## src/design/session_table_with_idle_aging_macros.svh

```systemverilog
// Assertion macros for the session table with idle aging.
`ifndef SESSION_TABLE_WITH_IDLE_AGING_MACROS_SVH
`define SESSION_TABLE_WITH_IDLE_AGING_MACROS_SVH
// Check that a condition implies a condition in the next cycle.
`define STA_ASSERT_NEXT(lbl, clk, rst, a, b) \
  lbl: assert property (@(posedge clk) disable iff (rst) (a) |=> (b)) \
    else $error("lbl failed");
// Check that a condition holds in every cycle.
`define STA_ASSERT_ALWAYS(lbl, clk, rst, a) \
  lbl: assert property (@(posedge clk) disable iff (rst) (a)) \
    else $error("lbl failed");
`endif

```

## src/design/sta_pkg.sv

```systemverilog
// Package with command, status and session state codes.
`default_nettype none
package sta_pkg;
  localparam logic [2:0] CMD_CREATE   = 3'd0;
  localparam logic [2:0] CMD_LOOKUP   = 3'd1;
  localparam logic [2:0] CMD_REMOVE   = 3'd2;
  localparam logic [2:0] CMD_ACTIVITY = 3'd3;
  localparam logic [2:0] CMD_SETPROTO = 3'd4;
  localparam logic [2:0] CMD_SWEEP    = 3'd5;

  localparam logic [1:0] STAT_OK       = 2'd0;
  localparam logic [1:0] STAT_FULL     = 2'd1;
  localparam logic [1:0] STAT_NOTFOUND = 2'd2;
  localparam logic [1:0] STAT_ZEROKEY  = 2'd3;

  localparam logic [2:0] ST_CONNECTED = 3'd0;
  localparam logic [2:0] ST_ACTIVE    = 3'd2;
  localparam logic [2:0] ST_CLOSED    = 3'd4;

  localparam logic [15:0] IDLE_RESET = 16'd60;

  typedef enum logic [2:0] {
    S_IDLE, S_CLEAR, S_SCAN, S_APPLY, S_RESP
  } ctl_state_t;

  // controller to datapath
  typedef struct packed {
    logic load;      // capture an input beat
    logic clr_step;  // clear one slot in the reset pass
    logic scan_step; // examine one slot
    logic apply;     // update the table and build the result
    logic out_valid;
  } dp_cmd_t;

  // datapath to controller
  typedef struct packed {
    logic clr_done;
    logic scan_done;
  } dp_stat_t;
endpackage
`default_nettype wire

```

## src/design/sta_stream_if.sv

```systemverilog
// Valid/ready channel interface carrying a payload.
`default_nettype none
interface sta_stream_if #(parameter int W = 8);
  logic valid;
  logic ready;
  logic [W-1:0] data;
  modport source(output valid, output data, input ready);
  modport sink(input valid, input data, output ready);
endinterface
`default_nettype wire

```

## src/design/session_table_with_idle_aging.sv

```systemverilog
// Usage: session table with idle aging, top level.
// Input channel "req" carries cmd, conn_key, proto and now_seconds; output
// channel "rsp" carries one result beat per request: status, slot,
// sess_state, sess_proto, msg_total and closed_count.
// Each request scans all SLOTS slots one per cycle through a single slot
// read port, then an update step, then the result is held.
// One request is in flight at a time; req.ready is low until the result is
// taken. A stalled receiver holds the result and the table unchanged.
// After reset a clearing pass over all SLOTS slots empties the table before
// the first request is accepted; idle_limit returns to 60. The user writes
// idle_limit via cfg_we/cfg_data only while idle, unchecked by the block.
`default_nettype none
`include "session_table_with_idle_aging_macros.svh"
module session_table_with_idle_aging #(
  parameter int SLOTS = 16
) (
  input wire logic clk,
  input wire logic rst,
  sta_stream_if.sink   req,
  sta_stream_if.source rsp,
  input wire logic cfg_we,
  input wire logic [15:0] cfg_data
);
  import sta_pkg::*;
  dp_cmd_t  dcmd;
  dp_stat_t dstat;
  logic [15:0] idle_limit;

  always_ff @(posedge clk) begin
    if (rst) idle_limit <= IDLE_RESET;
    else if (cfg_we) idle_limit <= cfg_data;
  end

  sta_ctrl u_ctrl (
    .clk, .rst, .in_valid(req.valid), .in_ready(req.ready),
    .out_ready(rsp.ready), .stat(dstat), .cmd(dcmd)
  );

  sta_datapath #(.SLOTS(SLOTS)) u_dp (
    .clk, .rst, .cmd(dcmd), .stat(dstat), .idle_limit,
    .in_cmd(req.data[53:51]), .in_key(req.data[50:35]),
    .in_proto(req.data[34:32]), .in_now(req.data[31:0]),
    .status(rsp.data[48:47]), .slot(rsp.data[46:43]),
    .sess_state(rsp.data[42:40]), .sess_proto(rsp.data[39:37]),
    .msg_total(rsp.data[36:5]), .closed_count(rsp.data[4:0])
  );

  assign rsp.valid = dcmd.out_valid;

  `STA_ASSERT_ALWAYS(a_one_side, clk, rst, !(req.ready && rsp.valid))
  `STA_ASSERT_NEXT(a_load_busy, clk, rst, req.valid && req.ready, !req.ready)
  `STA_ASSERT_NEXT(a_hold, clk, rst, rsp.valid && !rsp.ready, rsp.valid)
endmodule
`default_nettype wire

```

## src/design/sta_ctrl.sv

```systemverilog
// Controller state machine sequencing clear pass, slot scan and update.
`default_nettype none
module sta_ctrl (
  input  wire logic clk,
  input  wire logic rst,
  input  wire logic in_valid,
  output logic in_ready,
  input  wire logic out_ready,
  input  wire sta_pkg::dp_stat_t stat,
  output sta_pkg::dp_cmd_t cmd
);
  import sta_pkg::*;
  ctl_state_t state, state_next;

  always_ff @(posedge clk) begin
    if (rst) state <= S_CLEAR;
    else state <= state_next;
  end

  always_comb begin
    state_next = state;
    cmd = '0;
    in_ready = 1'b0;
    case (state)
      S_CLEAR: begin
        cmd.clr_step = 1'b1;
        if (stat.clr_done) state_next = S_IDLE;
      end
      S_IDLE: begin
        in_ready = 1'b1;
        if (in_valid) begin
          cmd.load = 1'b1;
          state_next = S_SCAN;
        end
      end
      S_SCAN: begin
        cmd.scan_step = 1'b1;
        if (stat.scan_done) state_next = S_APPLY;
      end
      S_APPLY: begin
        cmd.apply = 1'b1;
        state_next = S_RESP;
      end
      S_RESP: begin
        cmd.out_valid = 1'b1;
        if (out_ready) state_next = S_IDLE;
      end
      default: state_next = S_IDLE;
    endcase
  end
endmodule
`default_nettype wire

```

## src/design/sta_datapath.sv

```systemverilog
// Slot table storage, sequential slot scan and command execution.
`default_nettype none
module sta_datapath #(
  parameter int SLOTS = 16
) (
  input  wire logic clk,
  input  wire logic rst,
  input  wire sta_pkg::dp_cmd_t cmd,
  output sta_pkg::dp_stat_t stat,
  input  wire logic [15:0] idle_limit,
  input  wire logic [2:0]  in_cmd,
  input  wire logic [15:0] in_key,
  input  wire logic [2:0]  in_proto,
  input  wire logic [31:0] in_now,
  output logic [1:0]  status,
  output logic [3:0]  slot,
  output logic [2:0]  sess_state,
  output logic [2:0]  sess_proto,
  output logic [31:0] msg_total,
  output logic [4:0]  closed_count
);
  import sta_pkg::*;
  localparam int IW = (SLOTS > 1) ? $clog2(SLOTS) : 1;
  localparam int CW = $clog2(SLOTS + 1);

  // Slot fields, one register per slot field word
  logic [15:0] key_mem  [SLOTS];
  logic        act_mem  [SLOTS];
  logic [2:0]  prot_mem [SLOTS];
  logic [2:0]  st_mem   [SLOTS];
  logic [31:0] seen_mem [SLOTS];
  logic [31:0] msgs_mem [SLOTS];

  logic [CW-1:0] live_count;
  logic [IW-1:0] idx;
  logic [2:0]  r_cmd;
  logic [15:0] r_key;
  logic [2:0]  r_proto;
  logic [31:0] r_now;
  logic        found;
  logic [IW-1:0] hit;
  logic [4:0]  closed;

  // read of the slot under scan
  logic [15:0] k_i;
  logic        a_i;
  logic [31:0] l_i;
  logic        match_i, need_act, zero_key, last;
  logic [31:0] age;

  // read of the matched slot and the result it yields
  logic [2:0]  hit_state;
  logic [2:0]  hit_proto;
  logic [31:0] hit_msgs;
  logic        full, ok_hit;
  logic [1:0]  res_status;
  logic [3:0]  res_slot;
  logic [2:0]  res_state;
  logic [2:0]  res_proto;
  logic [31:0] res_msgs;
  logic [4:0]  res_closed;

  assign k_i = key_mem[idx];
  assign a_i = act_mem[idx];
  assign l_i = seen_mem[idx];
  assign age = r_now - l_i;
  assign need_act = (r_cmd == CMD_LOOKUP) || (r_cmd == CMD_ACTIVITY);
  assign match_i = (r_cmd == CMD_CREATE) ? (k_i == 16'd0)
                 : ((k_i == r_key) && (!need_act || a_i));
  assign zero_key = (r_cmd <= CMD_SETPROTO) && (r_key == 16'd0);
  assign last = (idx == IW'(SLOTS - 1));
  assign stat.scan_done = last;
  assign stat.clr_done = last;

  assign hit_state = st_mem[hit];
  assign hit_proto = prot_mem[hit];
  assign hit_msgs = msgs_mem[hit];
  assign full = (live_count >= CW'(SLOTS));
  assign ok_hit = (r_cmd <= CMD_SETPROTO) && !zero_key && found &&
                  !((r_cmd == CMD_CREATE) && full);
  assign res_slot = ok_hit ? 4'(hit) : 4'd0;

  always_comb begin
    res_status = STAT_OK;
    res_state = '0;
    res_proto = '0;
    res_msgs = '0;
    res_closed = '0;
    if (zero_key) res_status = STAT_ZEROKEY;
    else if (r_cmd == CMD_SWEEP) res_closed = closed;
    else if (r_cmd <= CMD_SETPROTO) begin
      if (!ok_hit) begin
        res_status = (r_cmd == CMD_CREATE) ? STAT_FULL : STAT_NOTFOUND;
      end else begin
        case (r_cmd)
          CMD_CREATE: begin
            res_state = (r_proto == 3'd0) ? ST_CONNECTED : ST_ACTIVE;
            res_proto = r_proto;
          end
          CMD_LOOKUP: begin
            res_state = hit_state;
            res_proto = hit_proto;
            res_msgs = hit_msgs;
          end
          CMD_REMOVE: begin
            res_state = ST_CLOSED;
            res_proto = hit_proto;
            res_msgs = hit_msgs;
          end
          CMD_ACTIVITY: begin
            res_state = (hit_proto != 3'd0 && hit_state == ST_CONNECTED) ? ST_ACTIVE
                      : hit_state;
            res_proto = hit_proto;
            res_msgs = hit_msgs + 32'd1;
          end
          CMD_SETPROTO: begin
            res_state = (r_proto != 3'd0 && hit_proto == 3'd0) ? ST_ACTIVE : hit_state;
            res_proto = r_proto;
            res_msgs = hit_msgs;
          end
          default: ;
        endcase
      end
    end
  end

  always_ff @(posedge clk) begin
    if (rst) begin
      idx <= '0;
      live_count <= '0;
    end else if (cmd.clr_step) begin
      idx <= last ? '0 : idx + IW'(1);
      key_mem[idx] <= '0; act_mem[idx] <= 1'b0; prot_mem[idx] <= '0;
      st_mem[idx] <= '0; seen_mem[idx] <= '0; msgs_mem[idx] <= '0;
    end else if (cmd.load) begin
      r_cmd <= in_cmd; r_key <= in_key; r_proto <= in_proto; r_now <= in_now;
      idx <= '0;
      found <= 1'b0;
      closed <= '0;
    end else if (cmd.scan_step) begin
      idx <= last ? '0 : idx + IW'(1);
      if (r_cmd == CMD_SWEEP) begin
        // close idle active sessions
        if (k_i != 16'd0 && a_i && age > {16'd0, idle_limit}) begin
          st_mem[idx] <= ST_CLOSED;
          closed <= closed + 5'd1;
        end
      end else if (!found && match_i) begin
        found <= 1'b1;
        hit <= idx;
      end
    end else if (cmd.apply) begin
      status <= res_status;
      slot <= res_slot;
      sess_state <= res_state;
      sess_proto <= res_proto;
      msg_total <= res_msgs;
      closed_count <= res_closed;
      if (ok_hit) begin
        case (r_cmd)
          CMD_CREATE: begin
            key_mem[hit] <= r_key; act_mem[hit] <= 1'b1;
            prot_mem[hit] <= r_proto; seen_mem[hit] <= r_now;
            msgs_mem[hit] <= '0;
            st_mem[hit] <= res_state;
            live_count <= live_count + CW'(1);
          end
          CMD_REMOVE: begin
            key_mem[hit] <= '0; act_mem[hit] <= 1'b0; prot_mem[hit] <= '0;
            st_mem[hit] <= '0; seen_mem[hit] <= '0; msgs_mem[hit] <= '0;
            if (live_count != '0) live_count <= live_count - CW'(1);
          end
          CMD_ACTIVITY: begin
            seen_mem[hit] <= r_now;
            msgs_mem[hit] <= res_msgs;
            st_mem[hit] <= res_state;
          end
          CMD_SETPROTO: begin
            prot_mem[hit] <= r_proto;
            st_mem[hit] <= res_state;
          end
          default: ;
        endcase
      end
    end
  end
endmodule
`default_nettype wire

```

## src/flat_wrapper.sv

```systemverilog
// flat-port wrapper written by rule: the top's interface ports become plain ports
module session_table_with_idle_aging_flat import sta_pkg::*;
#(
  parameter int SLOTS = 16
)
  (clk, rst, cfg_we, cfg_data, req_valid, req_data, req_ready, rsp_valid, rsp_data, rsp_ready);
  sta_stream_if #(.W(54)) req_i ();
  sta_stream_if #(.W(49)) rsp_i ();
  input wire logic clk;
  input wire logic rst;
  input wire logic cfg_we;
  input wire logic [15:0] cfg_data;
  input wire logic [$bits(req_i.valid)-1:0] req_valid;
  input wire logic [$bits(req_i.data)-1:0] req_data;
  output wire logic [$bits(req_i.ready)-1:0] req_ready;
  output wire logic [$bits(rsp_i.valid)-1:0] rsp_valid;
  output wire logic [$bits(rsp_i.data)-1:0] rsp_data;
  input wire logic [$bits(rsp_i.ready)-1:0] rsp_ready;
  assign req_i.valid = req_valid;
  assign req_i.data = req_data;
  assign req_ready = req_i.ready;
  assign rsp_valid = rsp_i.valid;
  assign rsp_data = rsp_i.data;
  assign rsp_i.ready = rsp_ready;
  session_table_with_idle_aging #(.SLOTS(SLOTS)) u_core (.clk(clk), .rst(rst), .req(req_i), .rsp(rsp_i), .cfg_we(cfg_we), .cfg_data(cfg_data));
endmodule
```

## config.mk

```make
export PLATFORM = sky130hd
export DESIGN_NAME = session_table_with_idle_aging_flat
export DESIGN_NICKNAME = d
export VERILOG_FILES = /design/src/design/sta_pkg.sv /design/src/design/sta_stream_if.sv /design/src/design/session_table_with_idle_aging.sv /design/src/design/sta_ctrl.sv /design/src/design/sta_datapath.sv /design/src/flat_wrapper.sv
export VERILOG_INCLUDE_DIRS = /design/src /design/src/design
export SDC_FILE = /design/constraint.sdc
export NUM_CORES = 2
export LEC_CHECK = 0
export BUFFER_PORTS_ARGS = -buffer_cell sky130_fd_sc_hd__clkbuf_2
export CAP_MARGIN = 20
export CORE_UTILIZATION = 60
export CTS_CLUSTER_DIAMETER = 40
export DETAILED_ROUTE_END_ITERATION = 16
export GPL_TIMING_DRIVEN = 0
export PLACE_DENSITY_LB_ADDON = 0.05
export REMOVE_ABC_BUFFERS = 1
export SLEW_MARGIN = 5
export SYNTH_ARGS = -nofsm -noshare
export SYNTH_HDL_FRONTEND = slang
export SYNTH_SLANG_ARGS = --single-unit
```

## constraint.sdc

```tcl
create_clock -name clk -period 17 [get_ports clk]
set_clock_uncertainty 0.15 [all_clocks]
set_input_delay 1.7 -clock clk [delete_from_list [all_inputs] [get_ports clk]]
set_output_delay 1.7 -clock clk [all_outputs]
set_load 0.03 [all_outputs]
```

# Yosys cells after proc, flatten, opt, wreduce, memory -nomap -nowiden
# Memory sizes are Yosys's and may differ from the RTL's. A register that Yosys moved wholly into a read port is not among the register bits.
# Cells that the tools add are included.
# totals
ff_bits,141
ram_bits,1392
input_bits,75
out_inout_bits,51
word_cells,244
n_memories,6
# mem_list
memory,words,width,rd,rd_clocked_by_memory_dff,wr,line,text
u_core.u_dp.msgs_mem,16,32,1,1,1,sta_datapath.sv:32,logic [31:0] msgs_mem [SLOTS];
u_core.u_dp.seen_mem,16,32,1,1,1,sta_datapath.sv:31,logic [31:0] seen_mem [SLOTS];
u_core.u_dp.key_mem,16,16,1,1,1,sta_datapath.sv:27,logic [15:0] key_mem [SLOTS];
u_core.u_dp.prot_mem,16,3,1,1,1,sta_datapath.sv:29,logic [2:0] prot_mem [SLOTS];
u_core.u_dp.st_mem,16,3,1,1,1,sta_datapath.sv:30,logic [2:0] st_mem [SLOTS];
u_core.u_dp.act_mem,16,1,1,1,1,sta_datapath.sv:28,logic act_mem [SLOTS];
# classes
add_sub_neg,6
n_lt_le_gt_ge,3
n_eq_ne,17
muxes,124
n_bitwise,19
n_reduce_logical,52
# ops
operator,n
$mux 32,10
$mux 4,19
$pmux 32 s2,1
$reduce_or 32->1,2
$mux 1,61
$mux 3,18
$add 32x1->32 const B,1
$gt 32x16->1,1
$logic_not 16->1,2
$mux 16,2
$sub 32x32->32,1
$pmux 3 s5,2
$mux 5,4
$eq 16x16->1,1
$reduce_bool 16->1,1
$reduce_or 16->1,1
$logic_not 3->1,5
$reduce_and 5->1,3
$eq 3x2->1 const B,4
$or 1x1->1,12
$reduce_or 3->1,4
$logic_and 1x1->1,11
$add 5x1->5 const B,2
$mux 2,5
other kinds (24),48

# Depth between registers and ports, before layout
# depth
depth_word,18
mapped_depth,31
ltp_nobuf,23

# Hierarchy
# Synthesis repeated with hierarchy kept, for this count alone.
# hier_totals
hier_cells,3326
area_unflattened_um2,63641.0
# modules_own_cells
module,n_inst,cells_each,area_each_um2,seq_area_each_um2
sta_datapath,1,3255,62870.3,45533.7
session_table_with_idle_aging,1,52,589.3,320.3
sta_ctrl,1,19,181.4,60.1

# Least setup slack after synthesis
# Ideal clock, no wire load.
# synth_path
path_type,input port to flip-flop
startpoint,input port rst
endpoint,"memory u_core.u_dp.msgs_mem[0][0], enable pin"
setup_ns,0.575
t_arrival_ns,9.162
required_ns,16.275
path_slack_ns,7.114
stages,5
path_buffers,0
cell_sequence,nor2_1 -> and3_1 -> nand2_1 -> a21boi_0 -> o21ai_0
# synth_between
elab_chain_cells,6
word_cells_on_any_way,13
classes_between,mux (10); bitwise (2); reduce/logical (1)
# synth_rtl
element,line,text
start: declaration,flat_wrapper.sv:10,input wire logic rst;
$mux 1,sta_datapath.sv:128,if (rst) begin
$mux 1 (on tied branches),"sta_datapath.sv:164, sta_datapath.sv:170",
$or 1x1->1 (no source line) (2 in a row),--,
$reduce_or 32->1 (no source line),--,
$mux 4 (no source line) / $mux 1 (equally long branches),--,
end: declaration,sta_datapath.sv:32,
# Several ways; a longest one is shown, not always the timed one.

==> results.ini <==
[die]
coreArea_um2=104000
fp.dieW_um=327
fp-row-count=118
die_h_um=327
start_util_pct=60.8
die-area_um2=107000
pin_count=126

[final_layout]
area_growth_pct=16.3
drive_above_1_share_pct=26.8
diodes=0
final_net_count=3711
design_area_um2=73600
utilization_pct=70.7

[power_and_ir_drop]
p_leak_nw=24.1
clockPowerShare_pct=34.2
seqPwrFrac_pct=42.8
power_density_nw_per_um2=143
power_frac_comb_pct=23.0
p_sw_share_pct=28.1
p_sw_mw=2.96
vdd_drop_max_uv=104
p_int_mw=7.56

[run]
max_cap_violations=0

[sta]
finalCritPeriodShare_pct=46.0
final.min_clock_period_ps=7820
setup_viol_count_final=0
finalHoldViolations=0
tightest_slew_ps=1180
slew-limit-headroom_pct=21.6
slew_violations=0
rsz0062_at_grt=no
max_clock_freq_mhz=128

[placement]
gp_congestion=0.907
dp.final_hpwl_um=96900
io_buffers=125
place_area_um2=68000

[critical_path]
crit_fanout=38
crit_chain=buf_16 -> buf_16 -> mux4_2 -> mux4_2 -> ha_1 -> fa_1 -> nand2b_1 -> a21oi_1 -> o21ai_0 -> a211oi_1 -> nor2_1 -> xnor2_1 -> ha_1 -> o21a_1 -> o21ai_0 -> o21ai_0 -> a311o_1 -> a2111oi_2 -> and4_1 -> or2_2 -> o21ai_0 -> buf_4
crit_top_cell=o21ai_0
slowest_delay_ps=550
endpoint_kind=flop
cp.required_ps=17340
crit_path_top_delay_cell=dfxtp_4
crit_type=flop to flop
worstPathArrival_ps=8170
cp-start-kind=flop

[routing]
wire_per_inst_um=29.6
avgViaCountPerCell=6.59
dr.first_iter.drc_count=3947
detail-route-antenna-nets=0
wl_met3_um=10800
drcViolationCount=0
dr.max_layer_used=met4
wl_um=151000
wl_met1_um=59200
num_vias=33600
dr.pass1.iters=7
wl_met2_um=75900

[synth]
synth_edf_count=1505
ys_top_cells_by_area=edfxtp_1 (71%), mux4_2 (14%), dfxtp_1 (1.1%)
yosysSeqAreaShare_pct=72.6
syn-cell-area_um2=63300
async_flop_share_pct=0
synth_top_cell_by_area=edfxtp_1
synth.most_common_cell=edfxtp_1
synth_commonest_cells=edfxtp_1 (1505), mux4_2 (395), nor2_1 (166)
avgSynthCellArea_um2=19.0
syn_inst=3324
ys_ff_latch=1541
synthFlopType=edfxtp_1
synth_top_area_share_pct=71.4
ys_warn_count=0
yosysUniqueCellTypes=79

[global_route]
grt_pass1_wl_um=223000
antenna_found_initial=0
grt_use_total_pct=28.7
grt_overflow=0
grt_max_degree=61
grt_pass1_vias=34300

[cts]
clkTransAtPathRegs_ps=60
root_buffer=clkbuf_16
clock_latency_ps=770
cts.path.max_buffers=3
post_cts_buffers=0
ctsHoldBuffers=0
ctsResizeCount=0
clock_sinks=1541
cts_buffers=172
cts.htree.levels=4
cts_tree=done

[status]
outcome=finished clean

[min_path]
hold_path_class=flop to flop

[state kept, by name, summed over array words and instances (netlist names), 3 cells and up, named ones only]
register and flops:
u_core.idle_limit 16, u_core.u_ctrl.state 3, u_core.u_dp.act_mem 16, u_core.u_dp.closed 5, u_core.u_dp.closed_count 5, u_core.u_dp.hit 4
u_core.u_dp.idx 4, u_core.u_dp.key_mem 256, u_core.u_dp.live_count 5, u_core.u_dp.msg_total 32, u_core.u_dp.msgs_mem 512, u_core.u_dp.prot_mem 48
u_core.u_dp.r_cmd 3, u_core.u_dp.r_key 16, u_core.u_dp.r_now 32, u_core.u_dp.r_proto 3, u_core.u_dp.seen_mem 512, u_core.u_dp.sess_proto 3
u_core.u_dp.sess_state 3, u_core.u_dp.slot 4, u_core.u_dp.st_mem 48
[logic make-up after synthesis]
group	after synthesis	share of synthesized area, %
xor+xnor	83	1.15
buf+inv	237	1.75
mux	468	15.3
flops	1541	72.6
fa+ha+maj	57	1.15
simple gates	589	4.58
compound gates	349	3.55
[layout make-up]
| cell class | count | area (µm²) |
|---|---|---|
| Clock buffer | 201 | 4520 |
| Clock inverter | 111 | 1050 |
| Sequential cell | 1541 | 45900 |
| Tap cell | 1380 | 1730 |
| Inverter | 73 | 279 |
| Fill cell | 6246 | 30500 |
| Timing Repair Buffer | 245 | 3330 |
| Multi-Input combinational cell | 1546 | 16700 |
[worst max-delay path, delay by kind of cell, from the launching register on]
family	cells	cell delay [ps]
xor+xnor	1	160
mux	2	1080
compound gates	9	2590
buf+inv	3	900
simple gates	4	1050
flops	1	550
fa+ha+maj	3	990
[per-stage QoR]
stage                     power (mW)  setup WS [ps]  TNS (ps)  hold WS (ps)  cells
after CTS                       10.6           9190         0           356   5097
after detailed placement        6.98           9250         0           343   4785
after global placement          7.16          -3550   -781340           335   4665
after global routing            10.9           8800         0           368   5097
after floorplan                 6.39           5020         0           310   3160
final                           10.5           9180         0           349   5097
[cells in the final DEF (no fill, tap or decap), drive strengths merged, types with 15 or more instances in the layout]
master,instances
a211oi,23
a21oi,90
a22oi,22
a31oi,15
and2,53
and3,36
buf,120
clkbuf,326
clkinv,69
dfxtp,36
edfxtp,1505
ha,55
inv,89
mux2,21
mux2i,52
mux4,395
nand2,130
nand2b,20
nand3,44
nand4,17
nor2,168
nor2b,17
nor3,45
o21ai,80
o22ai,36
xnor2,43
xor2,40
[path summary, 6_finish.rpt]
path	startpoint	end	slack, ps	cells after the start
worst max-delay path	flop	u_core.u_dp.st_mem[10][2]	9180	22
worst min-delay path	u_core.idle_limit[3]	u_core.idle_limit[3]	350	2
worst max register to register	flop	u_core.u_dp.st_mem[10][2]	9180	22
worst min register to register	u_core.idle_limit[3]	u_core.idle_limit[3]	350	2
[power groups by stage]
stage / Combinational, mW / Sequential, mW / Clock [mW]
finish: 2.42 / 4.50 / 3.60
global route: 2.60 / 4.52 / 3.78
CTS: 2.42 / 4.50 / 3.64
detailed placement: 2.40 / 4.58 / 0
global placement: 2.33 / 4.83 / 0
floorplan: 1.68 / 4.71 / 0
[routing by layer]
layer  global-route usage (%)  vias up
met2                     47.5     1592
met1                     39.6    17500
met5                        0        -
met3                     4.41      321
li1                         -    14100
met4                     9.59        0
(Power assumes the default switching activity.)
